--- src/hdl/gbce_pkg.sv ---
package gbce_pkg;

  // default store depth in bytes
  localparam int BUF_DEPTH_DEF = 1024;

  // width of every count and position field on the ports
  localparam int FIELD_W = 11;

  // item modes
  localparam logic [1:0] MODE_LEFT   = 2'd0;
  localparam logic [1:0] MODE_RIGHT  = 2'd1;
  localparam logic [1:0] MODE_INSERT = 2'd2;

  // result status codes
  localparam logic STAT_OK      = 1'b0;
  localparam logic STAT_DROPPED = 1'b1;

  typedef struct packed {
    logic [1:0]         mode;
    logic [FIELD_W-1:0] move_count;
    logic [7:0]         char_in;
  } in_item_t;

  typedef struct packed {
    logic [FIELD_W-1:0] cursor_at;
    logic [FIELD_W-1:0] text_len;
    logic [FIELD_W-1:0] gap_end_pos;
    logic               status;
  } out_item_t;

endpackage

--- src/hdl/gap_buffer_cursor_engine_top.sv ---
// Gap-buffer text store with the gap always at the cursor. Each input item moves the
// cursor left or right by move_count (clamped at the ends of the text) or inserts one
// byte at the cursor; each item yields exactly one result with the new cursor, text
// length, physical end of the gap and a status bit (1 = insert dropped, store full).
// The text lives in a single BUF_DEPTH x 8 synchronous RAM with one read and one write
// port. A move of n positions copies the n bytes across the gap one byte per cycle
// through that RAM, passing S_MOVE and S_DRAIN before S_DONE registers the result;
// an insert, a move of zero distance and the unused mode go straight to S_DONE. The
// next item is taken only back in S_IDLE, once the result is registered. It is
// accepted while the previous result is still waiting on the output register; only
// a second result that finds it still stalled holds the engine in S_DONE.
// Contents of the RAM are not cleared after reset; the text starts empty, so no
// unwritten byte is ever reported.
module gap_buffer_cursor_engine_top #(
  parameter int BUF_DEPTH = gbce_pkg::BUF_DEPTH_DEF
) (
  input  logic                clk,
  input  logic                rst_n,
  input  logic                in_valid,
  output logic                in_stall,
  input  gbce_pkg::in_item_t  in_item,
  output logic                out_valid,
  input  logic                out_stall,
  output gbce_pkg::out_item_t out_item
);

  localparam int PTR_W = $clog2(BUF_DEPTH + 1);
  localparam int AW    = $clog2(BUF_DEPTH);
  localparam int EW    = (PTR_W > gbce_pkg::FIELD_W) ? PTR_W : gbce_pkg::FIELD_W;
  localparam int FW    = gbce_pkg::FIELD_W;

  localparam logic [1:0] S_IDLE  = 2'd0;
  localparam logic [1:0] S_MOVE  = 2'd1;
  localparam logic [1:0] S_DRAIN = 2'd2;
  localparam logic [1:0] S_DONE  = 2'd3;

  logic [1:0]       state_r, state_nxt;
  logic [PTR_W-1:0] gb_r, gb_nxt;
  logic [PTR_W-1:0] gf_r, gf_nxt;
  logic [PTR_W-1:0] tc_r, tc_nxt;
  logic [PTR_W-1:0] left_r, left_nxt;
  logic [AW-1:0]    rd_ptr_r, rd_ptr_nxt;
  logic [AW-1:0]    wr_ptr_r, wr_ptr_nxt;
  logic             dir_left_r, dir_left_nxt;
  logic             stat_r, stat_nxt;
  logic             pipe_vld_r, pipe_vld_nxt;
  logic [AW-1:0]    pipe_waddr_r;
  logic [7:0]       rd_data_r;
  logic             out_valid_r, out_valid_nxt;
  gbce_pkg::out_item_t out_item_r;

  logic [7:0] mem [BUF_DEPTH];

  logic             accept;
  logic             is_move;
  logic             full;
  logic             ins_we;
  logic [PTR_W-1:0] avail;
  logic [EW-1:0]    cnt_e, avail_e, n_e;
  logic [PTR_W-1:0] n_mov;
  logic [PTR_W-1:0] gb_m1, gf_m1;
  logic             out_free;
  logic             mem_we;
  logic [AW-1:0]    mem_waddr;
  logic [7:0]       mem_wdata;
  logic [EW-1:0]    gb_e, tc_e, gf_e;

  assign in_stall  = (state_r != S_IDLE);
  assign accept    = in_valid && (state_r == S_IDLE);
  assign is_move   = (in_item.mode inside {gbce_pkg::MODE_LEFT, gbce_pkg::MODE_RIGHT});
  assign full      = (gb_r == gf_r);
  assign ins_we    = accept && (in_item.mode == gbce_pkg::MODE_INSERT) && !full;
  assign out_free  = !out_valid_r || !out_stall;

  // move distance: requested count clamped to the room on that side of the cursor
  assign avail   = (in_item.mode == gbce_pkg::MODE_LEFT) ? gb_r : PTR_W'(tc_r - gb_r);
  assign cnt_e   = EW'(in_item.move_count);
  assign avail_e = EW'(avail);
  assign n_e     = (cnt_e < avail_e) ? cnt_e : avail_e;
  assign n_mov   = n_e[PTR_W-1:0];
  assign gb_m1   = PTR_W'(gb_r - 1'b1);
  assign gf_m1   = PTR_W'(gf_r - 1'b1);

  // control and gap bookkeeping
  always_comb begin
    state_nxt     = state_r;
    gb_nxt        = gb_r;
    gf_nxt        = gf_r;
    tc_nxt        = tc_r;
    left_nxt      = left_r;
    rd_ptr_nxt    = rd_ptr_r;
    wr_ptr_nxt    = wr_ptr_r;
    dir_left_nxt  = dir_left_r;
    stat_nxt      = stat_r;
    pipe_vld_nxt  = 1'b0;
    out_valid_nxt = out_valid_r && out_stall;
    case (state_r)
      S_IDLE: begin
        if (accept) begin
          stat_nxt  = gbce_pkg::STAT_OK;
          state_nxt = S_DONE;
          if (is_move) begin
            dir_left_nxt = (in_item.mode == gbce_pkg::MODE_LEFT);
            left_nxt     = n_mov;
            if (in_item.mode == gbce_pkg::MODE_LEFT) begin
              rd_ptr_nxt = gb_m1[AW-1:0];
              wr_ptr_nxt = gf_m1[AW-1:0];
              gb_nxt     = PTR_W'(gb_r - n_mov);
              gf_nxt     = PTR_W'(gf_r - n_mov);
            end else begin
              rd_ptr_nxt = gf_r[AW-1:0];
              wr_ptr_nxt = gb_r[AW-1:0];
              gb_nxt     = PTR_W'(gb_r + n_mov);
              gf_nxt     = PTR_W'(gf_r + n_mov);
            end
            if (n_mov != '0) begin
              state_nxt = S_MOVE;
            end
          end else if (in_item.mode == gbce_pkg::MODE_INSERT) begin
            if (full) begin
              stat_nxt = gbce_pkg::STAT_DROPPED;
            end else begin
              gb_nxt = PTR_W'(gb_r + 1'b1);
              tc_nxt = PTR_W'(tc_r + 1'b1);
            end
          end
        end
      end
      S_MOVE: begin
        // one byte read per cycle, written back in the next cycle
        pipe_vld_nxt = 1'b1;
        left_nxt     = PTR_W'(left_r - 1'b1);
        if (dir_left_r) begin
          rd_ptr_nxt = AW'(rd_ptr_r - 1'b1);
          wr_ptr_nxt = AW'(wr_ptr_r - 1'b1);
        end else begin
          rd_ptr_nxt = AW'(rd_ptr_r + 1'b1);
          wr_ptr_nxt = AW'(wr_ptr_r + 1'b1);
        end
        if (left_r == PTR_W'(1)) begin
          state_nxt = S_DRAIN;
        end
      end
      S_DRAIN: begin
        state_nxt = S_DONE;
      end
      S_DONE: begin
        if (out_free) begin
          out_valid_nxt = 1'b1;
          state_nxt     = S_IDLE;
        end
      end
      default: begin
        state_nxt = S_IDLE;
      end
    endcase
  end

  always_ff @(posedge clk) begin
    if (!rst_n) begin
      state_r     <= S_IDLE;
      gb_r        <= '0;
      gf_r        <= PTR_W'(BUF_DEPTH);
      tc_r        <= '0;
      left_r      <= '0;
      pipe_vld_r  <= 1'b0;
      out_valid_r <= 1'b0;
    end else begin
      state_r     <= state_nxt;
      gb_r        <= gb_nxt;
      gf_r        <= gf_nxt;
      tc_r        <= tc_nxt;
      left_r      <= left_nxt;
      pipe_vld_r  <= pipe_vld_nxt;
      out_valid_r <= out_valid_nxt;
    end
  end

  // datapath registers
  always_ff @(posedge clk) begin
    rd_ptr_r     <= rd_ptr_nxt;
    wr_ptr_r     <= wr_ptr_nxt;
    dir_left_r   <= dir_left_nxt;
    stat_r       <= stat_nxt;
    pipe_waddr_r <= wr_ptr_r;
  end

  // single write port shared by copy write-back and insert
  assign mem_we    = pipe_vld_r || ins_we;
  assign mem_waddr = pipe_vld_r ? pipe_waddr_r : gb_r[AW-1:0];
  assign mem_wdata = pipe_vld_r ? rd_data_r : in_item.char_in;

  // text store
  always_ff @(posedge clk) begin
    if (mem_we) begin
      mem[mem_waddr] <= mem_wdata;
    end
    rd_data_r <= mem[rd_ptr_r];
  end

  // result register, low field bits of the gap state
  assign gb_e = EW'(gb_r);
  assign tc_e = EW'(tc_r);
  assign gf_e = EW'(gf_r);

  always_ff @(posedge clk) begin
    if ((state_r == S_DONE) && out_free) begin
      out_item_r.cursor_at   <= gb_e[FW-1:0];
      out_item_r.text_len    <= tc_e[FW-1:0];
      out_item_r.gap_end_pos <= gf_e[FW-1:0];
      out_item_r.status      <= stat_r;
    end
  end

  assign out_valid = out_valid_r;
  assign out_item  = out_item_r;

endmodule

--- config.mk ---
export PLATFORM = sky130hd
export DESIGN_NAME = gap_buffer_cursor_engine_top
export DESIGN_NICKNAME = d
export VERILOG_FILES = /design/src/hdl/gbce_pkg.sv /design/src/hdl/gap_buffer_cursor_engine_top.sv
export SDC_FILE = /design/constraint.sdc
export NUM_CORES = 1
export LEC_CHECK = 0
export ABC_CLOCK_PERIOD_IN_PS = 8400
export BUFFER_PORTS_ARGS = -buffer_cell sky130_fd_sc_hd__buf_2
export CORE_ASPECT_RATIO = 1.5
export CORE_MARGIN = 2
export CORE_UTILIZATION = 31
export CTS_CLUSTER_DIAMETER = 40
export DETAILED_ROUTE_END_ITERATION = 16
export PLACE_DENSITY_LB_ADDON = 0.2
export SLEW_MARGIN = 30
export SYNTH_ARGS = -nofsm -noshare
export SYNTH_HDL_FRONTEND = slang
export SYNTH_SLANG_ARGS = --single-unit
--- constraint.sdc ---
create_clock -name clk -period 8.4 [get_ports clk]
set_input_delay 1.26 -clock clk [delete_from_list [all_inputs] [get_ports clk]]
set_output_delay 1.26 -clock clk [all_outputs]
set_load 0.005 [all_outputs]
# Word-level counts from Yosys, hierarchy flattened
# Index checks and enable logic that the tools add are counted.
[word_totals] mem_count=0 inputBits=25 mem_bits_rw=0 latchBits=0 regBits=82 rom_bits=0 output_inout_bits=36 elab_cells=74
[classes] muxes=19 n_shift=0 multipliers=0 reduce_logical=20 div_mod_pow=0 eq_ne=12 n_addsub=8 n_bitwise=3 magnitude_cmp=1
[ops] op="two-way mux 11 bit" count=9
[ops] op="subtractor 11 bit" count=3
[ops] op="adder 11 x 1 -> 11 bit (second input constant)" count=2
[ops] op="adder 11 bit" count=2
[ops] op="one-hot mux 11 bit (2 select lines)" count=1
[ops] op="equality test 11 x 1 -> 1 bit (second input constant)" count=1
[ops] op="equality test 11 bit" count=1
[ops] op="< comparator 11 bit" count=1
[ops] op="nonzero test 11 bit" count=1
[ops] op="subtractor 11 x 1 -> 11 bit (second input constant)" count=1
[ops] op="two-way mux 2 bit" count=5
[ops] op="!= test 2 bit (second input constant)" count=5
[ops] op="AND reduction 3 bit" count=3
[ops] op="one-hot mux 2 bit (4 select lines)" count=1
[ops] op="nonzero test 2 bit" count=4
[ops] op="equality test 2 bit (second input constant)" count=3
[ops] op="AND reduction 5 bit" count=1
[ops] op="equality test 2 x 1 -> 1 bit (second input constant)" count=2
[ops] op="zero test 2 bit" count=2
[ops] op="AND reduction 4 bit" count=1
[ops] op="logical AND 1 bit" count=3
[ops] op="two-way mux 1 bit" count=3
[ops] op="NOT 1 bit" count=3
[ops] op="zero test 1 bit" count=2
[ops] op="3 further kinds" count=3

# Depth between registers and ports, before layout
[depth] ltp_word=9 mapped_depth=34 ltp_nobuf=33

# Worst setup path before layout
# Ideal clock, no wire load.
[synth_path] path_type="input port to flip-flop" from="in in_item[20] (netlist bit)" to="reg gf_r[10], in the netlist gf_e[10]" required_ns=8.338 n_path_buf=3 path_slack_ns=1.887 arrival_time_ns=6.451 setup_time_ns=0.062 path_stages=29 cell_sequence="buf_6 nor2_2 clkbuf_1 nand2_1 o31ai_1 inv_1 ha_1 a31oi_1 nand2_1 o21ai_0 a31o_1 a21oi_1 o311ai_2 nand2_1 buf_2 a21o_1 xor2_1 fa_1 nand2_1 nand2_1 a21oi_1 o21ai_0 a21oi_1 o21bai_1 a21oi_1 o21ai_0 xor3_1 or3_1 nand3_1"
[synth_between] elab_chain_cells=6 word_cells_on_any_way=10 classes_between="add/sub: 2; order compare: 1; eq/ne: 1; mux: 3; reduce/logical: 3"
[synth_lines] element="start, declared" line_no="gap_buffer_cursor_engine_top.sv:21" rtl="input gbce_pkg::in_item_t in_item,"
[synth_lines] element="zero test 2 bit" line_no="gap_buffer_cursor_engine_top.sv:70, gap_buffer_cursor_engine_top.sv:76, gap_buffer_cursor_engine_top.sv:105"
[synth_lines] element="two-way mux 11 bit" line_no="gap_buffer_cursor_engine_top.sv:76" rtl="assign avail = (in_item.mode == gbce_pkg::MODE_LEFT) ? gb_r : PTR_W'(tc_r - gb_r);"
[synth_lines] element="< comparator 11 bit" line_no="gap_buffer_cursor_engine_top.sv:79" rtl="assign n_e = (cnt_e < avail_e) ? cnt_e : avail_e;"
[synth_lines] element="two-way mux 11 bit" line_no="gap_buffer_cursor_engine_top.sv:79"
[synth_lines] element="adder 11 bit / subtractor 11 bit (equally long branches)" line_no="gap_buffer_cursor_engine_top.sv:114, gap_buffer_cursor_engine_top.sv:109"
[synth_lines] element="two-way mux 11 bit" line_no="gap_buffer_cursor_engine_top.sv:105" rtl="if (in_item.mode == gbce_pkg::MODE_LEFT) begin"
[synth_lines] element="end signal, assigned" line_no="gap_buffer_cursor_engine_top.sv:163" rtl="gf_r <= PTR_W'(BUF_DEPTH);"
[synth_lines] element="end signal, assigned" line_no="gap_buffer_cursor_engine_top.sv:171" rtl="gf_r <= gf_nxt;"
[synth_lines] element="end, declared" line_no="gap_buffer_cursor_engine_top.sv:39" rtl="logic [PTR_W-1:0] gf_r, gf_nxt;"
# Parallel ways exist; a longest one is shown, timed or not.
# A chain may end at the register's enable or synchronous reset.

# Worst setup path in the final report
[layout_path] from="reg gb_r[0], in the netlist gb_e[0]" to="reg gf_r[10], in the netlist gf_e[10]"
[layout_between] elab_chain_cells=6 word_cells_on_any_way=7 classes_between="add/sub: 3; order compare: 1; mux: 3"
[layout_lines] element="start, declared" line_no="gap_buffer_cursor_engine_top.sv:38" rtl="logic [PTR_W-1:0] gb_r, gb_nxt;"
[layout_lines] element="start signal, assigned" line_no="gap_buffer_cursor_engine_top.sv:170" rtl="gb_r <= gb_nxt;"
[layout_lines] element="subtractor 11 bit" line_no="gap_buffer_cursor_engine_top.sv:76"
[layout_lines] element="two-way mux 11 bit (*)" line_no="gap_buffer_cursor_engine_top.sv:76"
[layout_lines] element="< comparator 11 bit" line_no="gap_buffer_cursor_engine_top.sv:79"
[layout_lines] element="two-way mux 11 bit (*)" line_no="gap_buffer_cursor_engine_top.sv:79"
[layout_lines] element="adder 11 bit / subtractor 11 bit (equally long branches)" line_no="gap_buffer_cursor_engine_top.sv:114, gap_buffer_cursor_engine_top.sv:109"
[layout_lines] element="two-way mux 11 bit (*)" line_no="gap_buffer_cursor_engine_top.sv:105"
# Mark *: on every way between the ends. The rest lies on a longest branch, timed or not.

==> impl_metrics.py <==
metrics = {
    "setup_path": {
        "worst-r2r-setup-slack_ps": 620,
        "reg2reg_to": "gf_e[10]",
        "end_kind": "flip-flop",
        "r2r-start": "gb_e[0]",
        "crit_path_max_fanout": 14,
        "critPathTopFamily": "compound AO/OA/AOI/OAI gates",
        "critical_path_arrival_ps": 8060,
        "ff2ff_path_depth": 31,
        "path_class": "flip-flop to flip-flop",
        "critPathLaunchType": "flip-flop",
        "critPathMaxStageDelay_ps": 540,
        "crit_slowest_cell": "dfxtp_1",
        "cp.buffers_inverters": 2,
        "required_ps": 8680,
    },
    "clocking": {
        "cts_root_buffer": "clkbuf_16",
        "cts_sinks": 82,
        "postCtsSetupBuffers": 0,
        "numCtsBuffers": 9,
        "clk_pin_slew_ps": 70,
        "htree_levels": 3,
        "cts_resized": 0,
        "ctsHoldBuffers": 0,
        "clk_latency_ps": 340,
        "cts_tree": "done",
        "clock_path_buffers": 2,
    },
    "drt": {
        "vias": 4639,
        "vias_per_cell": 5.21,
        "wirelength_um": 15100,
        "drtIter0Drc": 215,
        "drtPass1Iterations": 4,
        "postRouteAntennaNets": 0,
        "drcViolationCount": 0,
        "wl_per_cell_um": 16.9,
    },
    "sta": {
        "fin_skew_ps": 11.9,
        "slew_violations": 0,
        "finalSetupViolCount": 0,
        "tns_ps": 0,
        "slew_headroom_pct": 45.2,
        "worstMarginPinSlew_ps": 818,
        "finalCritPeriodShare_pct": 92.6,
        "layout_min_cycle_time_ps": 7780,
        "max_freq_mhz": 128,
        "hold_viol": 0,
        "hold_slack_ps": 471,
        "rsz0062_at_grt": "no",
    },
    "logic_synthesis": {
        "synth_top_area_share_pct": 18.9,
        "ys_seq_area_share_pct": 35.8,
        "synth_cell_types": 74,
        "syn-mean-instance-area_um2": 8.97,
        "netlist_top_cells_count": "nand2_1 (54), nor2_1 (52), dfxtp_1 (47)",
        "synth_most_common_cell": "nand2_1",
        "postSynthCellCount": 621,
        "synth_edf_count": 35,
        "ys_top_cells_by_area": "edfxtp_1 (19%), dfxtp_1 (17%), ha_1 (10%)",
        "synth_area_leader_cell": "edfxtp_1",
        "yosys_register_bits": 82,
        "yosysWarnings": 0,
        "ys_async_sr_fraction_pct": 0,
        "syn_area_mm2": 0.00557,
        "ys.flop_type": "dfxtp_1",
        "syn_nets": 695,
    },
    "grt": {
        "grt_pass1_vias": 4583,
        "grt_max_degree": 35,
        "gr-total-overflow": 0,
        "track_usage_pct": 16.0,
        "antenna_found_initial": 0,
        "grt_pass1_wl_um": 23700,
    },
    "finish": {
        "area.growth.synth_to_final_pct": 15.2,
        "antenna-diode-count": 0,
        "fin_nets": 742,
        "drive_above_1_share_pct": 14.0,
        "fillers": 1814,
    },
    "floorplanning": {
        "num_io_pins": 61,
        "die_w_um": 113,
        "die_area_mm2": 0.0191,
        "chipHeight_um": 168,
        "core_mm2": 0.0178,
        "rows": 60,
        "start_util_pct": 31.3,
    },
    "status": {
        "status": "complete, no violations",
    },
    "min_path": {
        "min_delay_path_depth": 0,
        "min_to": "out_item[0]",
        "hp-class": "flip-flop to flip-flop",
        "hold_start": "stat_r",
    },
    "flow_run": {
        "max_cap_violations": 0,
    },
    "placement": {
        "dp_hpwl_um": 11800,
        "gp_congestion": 0.871,
        "port_buffers": 52,
    },
}
-- per-layer routing --
metal	share of wire, %	wire length, um	track usage, %
met1	41	6240	18.1
met2	52	7810	29.1
met3	1.8	273	1.84
met4	4.8	730	8.01
met5	0	0	0
-- layout by cell type (no fill, tap or decap), types with 4 or more instances in the layout --
master	count
a211oi_1	12
a21boi_0	4
a21o_1	9
a21oi_1	45
a22oi_1	4
a31oi_1	4
and2_1	12
buf_2	52
clkbuf_16	9
dfxtp_1	47
edfxtp_1	35
ha_1	46
inv_1	41
mux2i_1	12
nand2_1	54
nand2b_1	6
nand3_1	11
nand4_1	6
nor2_1	52
nor3_1	15
nor4_1	5
o211ai_1	5
o21a_1	5
o21ai_0	29
o21ai_1	13
o22ai_1	4
o31ai_1	4
or2_2	4
or3_1	10
xnor2_1	18
xor2_1	26
-- sequential cells by signal, indices dropped and copies added, names as in the netlist --
signal	cells
gf_e	11
gb_e	11
out_valid	1
stat_r	1
out_item	34
state_r	2
left_r	11
tc_e	11
-- cell families after synthesis --
group / Yosys count / share of synthesized area (%)
XOR/XNOR: 46 / 7.64
multiplexers: 14 / 2.56
buffers and inverters: 61 / 4.56
adder cells (fa/ha/maj): 49 / 11.4
AND/OR/NAND/NOR: 204 / 18.5
AO/OA/AOI/OAI: 165 / 19.6
flip-flops: 82 / 35.8
-- area by class of cell --
cell class / count / area (um2) / share of cell area (%)
well taps: 217 / 272 / 4.23
multi-input cells: 478 / 3340 / 52.0
inverters: 41 / 154 / 2.40
flip-flops and latches: 82 / 1990 / 31.0
clock buffers: 10 / 239 / 3.72
repair buffers: 56 / 310 / 4.84
clock inverters: 6 / 114 / 1.77
-- worst max path at each step --
stage | to | slack, ps | from | cells after the start
global route | gb_e[9] | 30 | gb_e[0] | 32
detailed placement | gb_e[9] | 700 | gb_e[0] | 32
CTS | gb_e[9] | 680 | gb_e[0] | 32
global placement | gf_e[10] | 860 | gb_e[0] | 31
floorplan | gf_e[10] | 1890 | in_item[20] | 29
finish | gf_e[10] | 620 | gb_e[0] | 31
-- per-stage QoR --
stage	instances	setup slack (ps)	utilization [%]	instance area (um2)
2_1_floorplan	621	1890	-	5570
3_3_place_gp	873	857	33.9	6030
3_5_place_dp	873	700	33.9	6030
4_1_cts	889	684	35.9	6390
5_1_grt	890	31.3	36.1	6420
6_report	890	617	36.1	6420
Power is not shown: default switching activity piles up to over one toggle a cycle in this logic, so the estimate is an artifact.
